===== src/hw/rtl/ncs_pkg.sv =====
// Shared types and constants for the NAND command cycle sequencer.
`default_nettype none

package ncs_pkg;

	// Bus cycle kinds.
	localparam logic [1:0] KIND_CMD   = 2'd0;
	localparam logic [1:0] KIND_ADDR  = 2'd1;
	localparam logic [1:0] KIND_DELAY = 2'd2;
	localparam logic [1:0] KIND_POLL  = 2'd3;

	// Command codes that pick a follow-up sequence.
	localparam logic [8:0] CMD_READ0     = 9'h000;
	localparam logic [8:0] CMD_RNDOUT    = 9'h005;
	localparam logic [8:0] CMD_READSTART = 9'h030;
	localparam logic [8:0] CMD_READOOB   = 9'h050;
	localparam logic [8:0] CMD_STATUS    = 9'h070;
	localparam logic [8:0] CMD_RNDOUTST  = 9'h0e0;
	localparam logic [8:0] CMD_RESET     = 9'h0ff;
	localparam logic [8:0] CMD_PAGEPROG  = 9'h010;
	localparam logic [8:0] CMD_CACHEDPRG = 9'h015;
	localparam logic [8:0] CMD_ERASE1    = 9'h060;
	localparam logic [8:0] CMD_SEQIN     = 9'h080;
	localparam logic [8:0] CMD_RNDIN     = 9'h085;
	localparam logic [8:0] CMD_ERASE2    = 9'h0d0;
	localparam logic [8:0] CMD_NONE      = 9'h100;
	localparam logic [8:0] CMD_DLY_LO    = 9'h172;
	localparam logic [8:0] CMD_DLY_HI    = 9'h176;

	// Configuration register indexes.
	localparam logic REG_PAGE_DATA_BYTES = 1'b0;
	localparam logic REG_CHIP_DELAY_US   = 1'b1;

	localparam logic [12:0] PAGE_DATA_BYTES_RST = 13'd2048;
	localparam logic [9:0]  CHIP_DELAY_US_RST   = 10'd50;

	// Longest follow-up sequence (the normal read).
	localparam int FOLLOW_MAX = 5;
	// Command byte plus two column bytes.
	localparam int FIXED_SLOTS = 3;

	typedef struct packed {
		logic [1:0] kind;
		logic [7:0] value;
	} slot_t;

endpackage

`default_nettype wire


===== src/hw/rtl/nand_command_cycle_sequencer.sv =====
// Top level of the NAND command cycle sequencer.
// Each accepted request is expanded into its bus cycles (command byte, column bytes, page
// bytes, then a follow-up chosen by the command), and one cycle is delivered per clock
// unless the receiver stalls. A request yields from 1 to 8 + PAGE_ADDR_CYCLES bus cycles
// (11 with three page cycles) and holds the input side until its last one is handed on:
// the plan register drains one slot per unstalled clock into the output register, and the
// next request is taken on the clock at which the current one's final cycle moves into the
// output register. Configuration writes take effect at the next clock.
`default_nettype none

module nand_command_cycle_sequencer import ncs_pkg::*; #(
	parameter int PAGE_ADDR_CYCLES = 3
) (
	input  wire logic        clk,
	input  wire logic        arst_n,
	input  wire logic        cfg_we,
	input  wire logic        cfg_index,
	input  wire logic [12:0] cfg_data,
	input  wire logic        in_valid,
	output logic             in_stall,
	input  wire logic [8:0]  command_code,
	input  wire logic [12:0] column,
	input  wire logic        has_column,
	input  wire logic [23:0] page,
	input  wire logic        has_page,
	output logic             out_valid,
	input  wire logic        out_stall,
	output logic [1:0]       cycle_kind,
	output logic [7:0]       bus_byte,
	output logic [9:0]       delay_us,
	output logic             last
);

	localparam int MAX_SLOTS = FIXED_SLOTS + PAGE_ADDR_CYCLES + FOLLOW_MAX;
	localparam int IDX_W = $clog2(MAX_SLOTS);
	localparam int CNT_W = $clog2(MAX_SLOTS + 1);

	logic [12:0] page_data_bytes_q;
	logic [9:0]  chip_delay_us_q;

	slot_t            plan_slots [MAX_SLOTS];
	logic [CNT_W-1:0] plan_count;
	slot_t            slots_s1 [MAX_SLOTS];
	logic [CNT_W-1:0] count_s1;
	logic             valid_s1;
	logic [IDX_W-1:0] idx_q;

	logic  accept;
	logic  load;
	logic  final_slot;
	slot_t cur;

	always_ff @(posedge clk or negedge arst_n) begin
		if (!arst_n) begin
			page_data_bytes_q <= PAGE_DATA_BYTES_RST;
			chip_delay_us_q <= CHIP_DELAY_US_RST;
		end else if (cfg_we) begin
			case (cfg_index)
				REG_PAGE_DATA_BYTES: page_data_bytes_q <= cfg_data;
				REG_CHIP_DELAY_US: chip_delay_us_q <= cfg_data[9:0];
				default: ;
			endcase
		end
	end

	ncs_planner #(
		.PAGE_ADDR_CYCLES(PAGE_ADDR_CYCLES)
	) u_planner (
		.command_code(command_code),
		.column(column),
		.has_column(has_column),
		.page(page),
		.has_page(has_page),
		.page_data_bytes(page_data_bytes_q),
		.slots(plan_slots),
		.count(plan_count)
	);

	assign cur = slots_s1[idx_q];
	assign final_slot = ((CNT_W'(idx_q) + CNT_W'(1)) == count_s1);
	assign load = valid_s1 && (!out_valid || !out_stall);
	assign in_stall = valid_s1 && !(load && final_slot);
	assign accept = in_valid && !in_stall;

	always_ff @(posedge clk or negedge arst_n) begin
		if (!arst_n) begin
			valid_s1 <= 1'b0;
			idx_q <= '0;
		end else if (accept) begin
			valid_s1 <= 1'b1;
			idx_q <= '0;
		end else if (load) begin
			valid_s1 <= !final_slot;
			idx_q <= idx_q + IDX_W'(1);
		end
	end

	always_ff @(posedge clk) begin
		if (accept) begin
			slots_s1 <= plan_slots;
			count_s1 <= plan_count;
		end
	end

	always_ff @(posedge clk or negedge arst_n) begin
		if (!arst_n) begin
			out_valid <= 1'b0;
		end else if (load) begin
			out_valid <= 1'b1;
		end else if (!out_stall) begin
			out_valid <= 1'b0;
		end
	end

	always_ff @(posedge clk) begin
		if (load) begin
			cycle_kind <= cur.kind;
			bus_byte <= (cur.kind inside {KIND_CMD, KIND_ADDR}) ? cur.value : 8'h00;
			delay_us <= (cur.kind == KIND_DELAY) ? chip_delay_us_q : 10'd0;
			last <= final_slot;
		end
	end

endmodule

`default_nettype wire


===== src/hw/rtl/ncs_planner.sv =====
// Turns one request into its ordered list of bus cycles.
`default_nettype none

module ncs_planner import ncs_pkg::*; #(
	parameter int PAGE_ADDR_CYCLES = 3,
	parameter int MAX_SLOTS = FIXED_SLOTS + PAGE_ADDR_CYCLES + FOLLOW_MAX,
	parameter int IDX_W = $clog2(MAX_SLOTS),
	parameter int CNT_W = $clog2(MAX_SLOTS + 1)
) (
	input  wire logic [8:0]  command_code,
	input  wire logic [12:0] column,
	input  wire logic        has_column,
	input  wire logic [23:0] page,
	input  wire logic        has_page,
	input  wire logic [12:0] page_data_bytes,
	output slot_t            slots [MAX_SLOTS],
	output logic [CNT_W-1:0] count
);

	logic        oob;
	logic [8:0]  cmd;
	logic [13:0] col_sum;
	logic [12:0] half;
	logic [CNT_W-1:0] pos_page;
	logic [CNT_W-1:0] pos_follow;
	slot_t       follow [FOLLOW_MAX];
	logic [2:0]  follow_cnt;

	// An out-of-band read becomes a normal read; the offset applies only with a column.
	assign oob = (command_code == CMD_READOOB);
	assign cmd = oob ? CMD_READ0 : command_code;
	assign col_sum = {1'b0, column} + ((oob && has_column) ? {1'b0, page_data_bytes} : 14'd0);
	assign half = col_sum[13:1];

	assign pos_page = has_column ? CNT_W'(FIXED_SLOTS) : CNT_W'(1);
	assign pos_follow = pos_page + (has_page ? CNT_W'(PAGE_ADDR_CYCLES) : CNT_W'(0));
	assign count = pos_follow + CNT_W'(follow_cnt);

	always_comb begin
		for (int j = 0; j < FOLLOW_MAX; j++) begin
			follow[j] = '{kind: KIND_DELAY, value: 8'h00};
		end
		follow_cnt = 3'd1;
		case (cmd)
			CMD_PAGEPROG, CMD_CACHEDPRG, CMD_ERASE1, CMD_ERASE2,
			CMD_SEQIN, CMD_RNDIN, CMD_STATUS, CMD_NONE: begin
				follow_cnt = 3'd0;
			end
			CMD_RESET: begin
				follow[1] = '{kind: KIND_CMD, value: CMD_STATUS[7:0]};
				follow[2] = '{kind: KIND_POLL, value: 8'h00};
				follow_cnt = 3'd3;
			end
			CMD_RNDOUT: begin
				follow[0] = '{kind: KIND_CMD, value: CMD_RNDOUTST[7:0]};
				follow_cnt = 3'd1;
			end
			CMD_READ0: begin
				follow[0] = '{kind: KIND_CMD, value: CMD_READSTART[7:0]};
				follow[1] = '{kind: KIND_DELAY, value: 8'h00};
				follow[2] = '{kind: KIND_CMD, value: CMD_STATUS[7:0]};
				follow[3] = '{kind: KIND_POLL, value: 8'h00};
				follow[4] = '{kind: KIND_CMD, value: CMD_READ0[7:0]};
				follow_cnt = 3'd5;
			end
			default: begin
				// Extended delay codes and every unknown code get a single delay.
				follow_cnt = 3'd1;
			end
		endcase
	end

	always_comb begin
		for (int k = 0; k < MAX_SLOTS; k++) begin
			slots[k] = '{kind: KIND_DELAY, value: 8'h00};
		end
		slots[0] = '{kind: KIND_CMD, value: cmd[7:0]};
		if (has_column) begin
			slots[1] = '{kind: KIND_ADDR, value: half[7:0]};
			slots[2] = '{kind: KIND_ADDR, value: {3'b000, half[12:8]}};
		end
		if (has_page) begin
			for (int i = 0; i < PAGE_ADDR_CYCLES; i++) begin
				slots[IDX_W'(pos_page + CNT_W'(i))] = '{kind: KIND_ADDR, value: page[8*i +: 8]};
			end
		end
		for (int j = 0; j < FOLLOW_MAX; j++) begin
			if (3'(j) < follow_cnt) begin
				slots[IDX_W'(pos_follow + CNT_W'(j))] = follow[j];
			end
		end
	end

endmodule

`default_nettype wire


===== config.mk =====
export PLATFORM = sky130hd
export DESIGN_NAME = nand_command_cycle_sequencer
export DESIGN_NICKNAME = d
export VERILOG_FILES = /design/src/hw/rtl/ncs_pkg.sv /design/src/hw/rtl/nand_command_cycle_sequencer.sv /design/src/hw/rtl/ncs_planner.sv
export SDC_FILE = /design/constraint.sdc
export NUM_CORES = 1
export LEC_CHECK = 0
export BUFFER_PORTS_ARGS = -buffer_cell sky130_fd_sc_hd__buf_4
export CAP_MARGIN = 10
export CORE_ASPECT_RATIO = 0.8
export CORE_UTILIZATION = 60
export DETAILED_ROUTE_END_ITERATION = 6
export HOLD_SLACK_MARGIN = 0.1
export PLACE_DENSITY = 0.81
export SLEW_MARGIN = 20
export SYNTH_ARGS = -nofsm -noshare
export SYNTH_HDL_FRONTEND = slang
export SYNTH_SLANG_ARGS = --single-unit

===== constraint.sdc =====
create_clock -name clk -period 5.3 [get_ports clk]
set_input_delay 0.795 -clock clk [delete_from_list [all_inputs] [get_ports clk]]
set_output_delay 0.795 -clock clk [all_outputs]
set_load 0.01 [all_outputs]

==> results.md, run 1 <==
- Tcrit/Tclk final: 74.2%
- Largest cells by area after synthesis: edfxtp_1 (38%), dfrtp_1 (7.6%), mux2_2 (4.0%)
- Status: completed
- FP Rows: 37
- Cell-internal power: 2.54 mW
- Worst slew margin: roughly a third
- Total CTS buffers: 17
- Final WL: 26700 um
- Hold buffers post-CTS: 0
- Vias in the first global route: 6677
- Worst Path Required: 5.45 ns
- Crit-path slowest cell: nor2_1
- Finished Layout Cells: around 1100
- Prevailing post-synth register cell: edfxtp_1
- Worst Hold Margin: 0.286 ns
- Seq pwr share: 39.1%
- Placed cell count: 1016
- Source of the worst register-to-register timing path: idx_q[0]
- Total Routing Usage GR: roughly 39%
- Antenna violations before repair: 1
- P per Cell Area: approximately 400 mW/mm^2
- Critical path data arrival time: ~4 ns
- Slew Viols, Final: 0
- Post-synth top area share: 38.2%
- Setup TNS Final: 0 ns
- Layout Nets: 954
- Final ANT Viol Nets: 0
- Final global-route overflow total: 0
- Commonest cells in the netlist: edfxtp_1 (105), nor2_1 (77), nand2_1 (66)
- Via Count: 7243
- Tmin final: 3.93 ns
- Ys Warns: 0
- Root Buffer: clkbuf_16
- Initial Util: 62.7%
- Port bufs: 89
- Clk_lat worst skew: 0.43 ns
- Share of layout cells above drive strength 1: 22.3%
- Sequential area share after synthesis: 47.1%
- Post-synth ARST share: 21.6%
- Mapped Cells: 793
- Final GP Congestion: around 1
- Switch Pwr: 1.32 mW
- DRC violations left: 0
- Worst-path clk slew: about 0.070 ns
- Maximum VDD drop: roughly 0.5 mV
- Skew final: 0.0118 ns
- Worst-case reg-to-reg path depth: 8
- Clk pwr share: 31.2%
- Largest net degree at the start of global routing: between 80 and 90
- Net Sw Frac: between 30% and 40%
- Synth-to-layout area growth: 16.4%
- Crit path kind: primary input to flop
- Slowest stage delay, CP: about 0.65 ns
- Drt wl/cell: 25.4 um
- Crit Path Max Fanout: 31
- Die area: ~0.014 mm^2
- Count of cell types in the netlist: 79
- Hold Fails Final Rpt: 0
- Cell area after synthesis: 0.00825 mm^2
- Post-CTS Setup Bufs: 0
- Combinational share of power: 29.6%
- Reg-to-reg setup timing slack: ~1.9 ns
- CORE AREA: about 0.013 mm^2
- Die Span Y: between 100 and 150 um
- Most numerous cell in the Yosys netlist: edfxtp_1
- First-pass GRT wire length: 40200 um
- Dpl hpwl: about 19000 um
- 1st-iter DRT viols: approximately 1100
- Die Width: around 130 um
- Worst min path class: primary input to async pin
- Post-Syn Area per Cell: 10.4 um^2
- DR pass1 iterations: 7
- Post-cts sizing count: 0
- CTS H-Tree Depth: 4
- Tightest Pin Transition: 0.969 ns
- Crit-path leading delay family: simple AND/OR/NAND/NOR gates
- CTS tree: yes
- Final core occ: 73.0%
- Critical-path cell list: buf_4, inv_1, nor2_1, and2_1, ha_1, a21oi_1, nor3b_1, nand3b_1, nor4b_1, a2111oi_0, o21ai_0
- Io pins: 90
- Clock sink count: 134
- Via/cell ratio: just under 7
- RSZ-0062 raised after global routing: no
- FF-to-FF End: slots_s1[95]
- CP bufs+invs: 2
- Post-synth EDFFs: 105
- Clock tree buffer depth: 2
- CP startpoint kind: primary input
- Final setup vio count: 0
- Yosys reg bits: 134
- Maxcap violations: 0
- Syn_nets: roughly 890
- Max Freq: between 200 and 300 MHz
- Critical Path End Type: flop
- Leak Pwr: approximately 3.8 nW
- Yosys top cell by area: edfxtp_1
[power groups by stage]
stage | sequential [mW] | combinational (mW) | clock (mW)
6_report | 1.51 | 1.14 | 1.20
5_1_grt | 1.52 | 1.21 | 1.24
4_1_cts | 1.51 | 1.11 | 1.20
3_5_place_dp | 1.52 | 1.07 | 0
3_3_place_gp | 1.51 | 1.03 | 0
2_1_floorplan | 1.53 | 0.675 | 0
[worst max-delay path by stage]
stage | startpoint | endpoint | slack (ns) | depth (start not counted)
5_1_grt | command_code[1] | slots_s1[96] | 1.10 | 12
3_3_place_gp | has_column | slots_s1[96] | 1.30 | 11
3_5_place_dp | has_column | slots_s1[96] | 1.09 | 11
6_report | has_column | slots_s1[96] | 1.37 | 11
4_1_cts | command_code[1] | slots_s1[96] | 1.52 | 12
2_1_floorplan | idx_q[1] | count_s1[0] | 0.93 | 7
[layout by cell type, fill, tap and decap left out, types with 6 or more instances in the layout]
cell type / instances
a211oi_1: 11
a21o_1: 7
a21oi_1: 57
a221oi_1: 7
a22oi_1: 9
a31oi_1: 13
and2_1: 27
and3_1: 6
buf_4: 98
clkbuf_16: 17
dfrtp_1: 25
edfxtp_1: 105
ha_1: 24
inv_1: 30
mux2_2: 29
mux2i_1: 20
mux4_2: 10
nand2_1: 66
nand2b_1: 7
nand3_1: 13
nand4_1: 6
nor2_1: 77
nor2b_1: 10
nor3_1: 14
o21ai_0: 33
o22ai_1: 7
or3_1: 6
xnor2_1: 12
xor2_1: 9
[state kept, by name (all words and copies together), names as in the netlist]
signal,cells
chip_delay_us_q,10
page_data_bytes_q,13
last,1
valid_s1,1
out_valid,1
count_s1,4
idx_q,4
cycle_kind,2
bus_byte,8
delay_us,10
slots_s1,80
[cell type report]
| class | count | area [um^2] |
|---|---|---|
| antenna | 2 | 5.00 |
| clock buffer | 18 | 439 |
| clock inverter | 14 | 158 |
| fill | 886 | 3540 |
| inverter | 34 | 128 |
| multi-input combinational | 575 | 4020 |
| sequential | 134 | 3880 |
| tap | 175 | 219 |
| timing repair buffer | 99 | 756 |
[layer usage]
layer  wire length [um]  vias to the layer above  track usage (%)
li1                   -                     3099                -
met1              10600                     3508             55.1
met2              11900                      578             59.8
met3               3610                       58             8.61
met4                630                        0             12.2
met5                  0                        -                0
[cell families after synthesis]
| kind of cell | synth area share, % |
|---|---|
| xor gates and xnor gates | 2.23 |
| DFF | 47.1 |
| and+or+nand+nor | 16.5 |
| buffers and inverters | 4.29 |
| adders and majority gates | 4.13 |
| muxes | 9.12 |
| AOI/OAI and AO/OA | 16.6 |
[through the flow]
| step | instance area, um^2 | power [mW] | setup slack (ns) |
|---|---|---|---|
| 2_1_floorplan | 8250 | 2.20 | 0.925 |
| 3_3_place_gp | 8980 | 2.53 | 1.30 |
| 3_5_place_dp | 8980 | 2.59 | 1.09 |
| 4_1_cts | 9580 | 3.83 | 1.52 |
| 5_1_grt | 9600 | 3.97 | 1.10 |
| 6_report | 9600 | 3.86 | 1.37 |
No activity file was read; power rests on OpenSTA's default activity.
==> run 2, diff against run 1 <==
--- a/config.mk
+++ b/config.mk
@@ -8,10 +8,10 @@
 export BUFFER_PORTS_ARGS = -buffer_cell sky130_fd_sc_hd__buf_4
 export CAP_MARGIN = 10
 export CORE_ASPECT_RATIO = 0.8
-export CORE_UTILIZATION = 60
+export CORE_UTILIZATION = 54
 export DETAILED_ROUTE_END_ITERATION = 6
 export HOLD_SLACK_MARGIN = 0.1
-export PLACE_DENSITY = 0.81
+export PLACE_DENSITY = 0.77
 export SLEW_MARGIN = 20
 export SYNTH_ARGS = -nofsm -noshare
 export SYNTH_HDL_FRONTEND = slang
==> constraint.sdc (replaced) <==
create_clock -name clk -period 3.38 [get_ports clk]
set_input_delay 0.507 -clock clk [delete_from_list [all_inputs] [get_ports clk]]
set_output_delay 0.507 -clock clk [all_outputs]
set_load 0.01 [all_outputs]
==> results.md, run 2 (same netlist as run 1, synthesis figures left out) <==
- Die Span Y: 113 um (was 107 um)
- RSZ-0062 raised after global routing: no (unchanged)
- Maximum VDD drop: 0.318 mV (was 0.500 mV)
- Max Freq: 323 MHz
- Post-CTS Setup Bufs: 0 (unchanged)
- Synth-to-layout area growth: 21.4% (was 16.4%)
- Slew Viols, Final: 0 (unchanged)
- Tot Pwr: 5.92 mW (was 3.86 mW)
- Crit Path Max Fanout: 13 (was 31)
- Grt met2 use: 50.2% (was 59.8%)
- CP startpoint kind: primary input (unchanged)
- Vias in the first global route: 6876 (was 6677)
- Via Count: 7250 (was 7243)
- Setup TNS Final: 0 ns (unchanged)
- Layout Nets: 1008 (was 954)
- FP Rows: 40 (was 37)
- Initial Util: 55.1% (was 62.7%)
- CTS H-Tree Depth: 4 (unchanged)
- Cell Area, Placed: 0.00943 mm^2 (was 0.00898 mm^2)
- Tmin final: around 3.1 ns
- Die Width: 140 um (was 133 um)
- Largest registers: slots_s1 (80), page_data_bytes_q (13) (unchanged)
- GR met3 Demand/Resource: 7.68% (was 8.61%)
- CORE AREA: 0.0150 mm^2 (was 0.0131 mm^2)
- Io pins: 90 (unchanged)
- Clk_lat worst skew: 0.42 ns (was 0.43 ns)
- Die area: 0.0158 mm^2 (was 0.0142 mm^2)
- Most common cell after layout, fill and taps aside: buf_4 (was edfxtp_1)
- First-pass GRT wire length: 40500 um (was 40200 um)
- Share of layout cells above drive strength 1: 26.5% (was 22.3%)
- Largest net degree at the start of global routing: 89 (unchanged)
- Met1 Use GR: 53.5% (was 55.1%)
- Clock tree buffer depth: 2 (unchanged)
- Final ANT Viol Nets: 0 (unchanged)
- DR pass1 iterations: 7 (unchanged)
- Post-route cell area: 0.0100 mm^2 (was 0.00960 mm^2)
- Final Worst Setup Slack: 0.283 ns (was 1.37 ns)
- Worst slew margin: 31.4% (was 34.6%)
- Via/cell ratio: 6.49 (was 6.89)
- 1st-iter DRT viols: 917 (was 1105)
- Finished Layout Cells: 1117 (was 1051)
- Placed cell count: 1084 (was 1016)
- Hold Fails Final Rpt: 0 (unchanged)
- Final setup vio count: 0 (unchanged)
- Total CTS buffers: 17 (unchanged)
- Root Buffer: clkbuf_16 (unchanged)
- Clock sink count: 134 (unchanged)
- Final global-route overflow total: 0 (unchanged)
- Final core occ: 66.9% (was 73.0%)
- Worst-path clk slew: 0.06 ns (was 0.07 ns)
- Most frequent cells in the layout: buf_4 (150), edfxtp_1 (105), nor2_1 (77) (was edfxtp_1 (105), buf_4 (98), nor2_1 (77))
- Critical Path End Type: flop (unchanged)
- Final WL: 27000 um (was 26700 um)
- P per Cell Area: 592 mW/mm^2 (was 402 mW/mm^2)
- Total Routing Usage GR: 34.9% (was 38.9%)
- Tightest Pin Transition: 1.03 ns (was 0.969 ns)
- Leak Pwr: 4.02 nW (was 3.77 nW)
- Maxcap violations: 0 (unchanged)
- Worst Hold Margin: 0.299 ns (was 0.286 ns)
- Hold buffers post-CTS: 1 (was 0)
- CTS tree: yes (unchanged)
- Grt peak-use layer: met1 (was met2)
- Worst min path class: primary input to flop (was primary input to async pin)
- Failing checks: DRC
- Tcrit/Tclk final: 91.6%
- Final GP Congestion: 0.999 (was 1.01)
- Skew final: 0.00866 ns (was 0.0118 ns)
- Dpl hpwl: 20400 um (was 18600 um)
- Worst Path Required: 3.53 ns (was 5.45 ns)
- Critical path data arrival time: 3.25 ns (was 4.09 ns)
- Drt wl/cell: 24.2 um (was 25.4 um)
- DRC violations left: 1 (was 0)
- Antenna violations before repair: 0 (was 1)
- Post-cts sizing count: 0 (unchanged)
- Status: finished with violations (was completed)
- Diodes inserted: 0 (was 2)
- Max reg flops: 80 (unchanged)
- Port bufs: 89 (unchanged)
- Place WS: -0.0251 ns (was 1.09 ns)
- Top reg by flops: slots_s1 (unchanged)
- Crit path kind: primary input to flop (unchanged)
- Filler Cell Count: 1156 (was 886)
## run 2: worst max-delay path, cell delays in order
cell	delay (ns)
buf_4	0.11
and4bb_2	0.31
nand3_1	0.12
nor2_1	0.12
buf_4	0.19
and2_1	0.15
ha_1	0.27
a21oi_1	0.18
nor3b_1	0.45
nand3b_1	0.14
nor4b_1	0.17
a2111oi_0	0.39
o21ai_0	0.16
## run 2: routing by layer
layer	routed length (um)	share of wire, %
met3	2930	11
met1	12100	45
met2	11500	43
met5	0	0
met4	479	1.8
## run 2: worst paths after layout
path	start	end	slack (ns)	cells after the start
max in group asynchronous	arst_n	page_data_bytes_q[11]	2.46	2
min	in_valid	valid_s1	0.30	2
min in group asynchronous	arst_n	idx_q[1]	0.56	2
min reg2reg	valid_s1	out_valid	0.49	1
max reg2reg	idx_q[0]	delay_us[8]	0.60	6
max	command_code[2]	slots_s1[96]	0.28	13
## run 2: area by class of cell
type                       instances  area, um^2  share of cell area, %
inverter                          34         128                   1.27
clock buffer                      17         425                   4.25
sequential                       134        3880                   38.8
clock inverter                    15         148                   1.48
multi-input combinational        575        4010                   40.1
timing repair buffer             153        1180                   11.8
tap                              189         236                   2.36
## run 2: power breakdown
group	switching (mW)	internal, mW	leakage (nW)
clock network	0.762	1.03	0.271
logic	1.02	0.751	2.44
registers	0.159	2.20	1.30
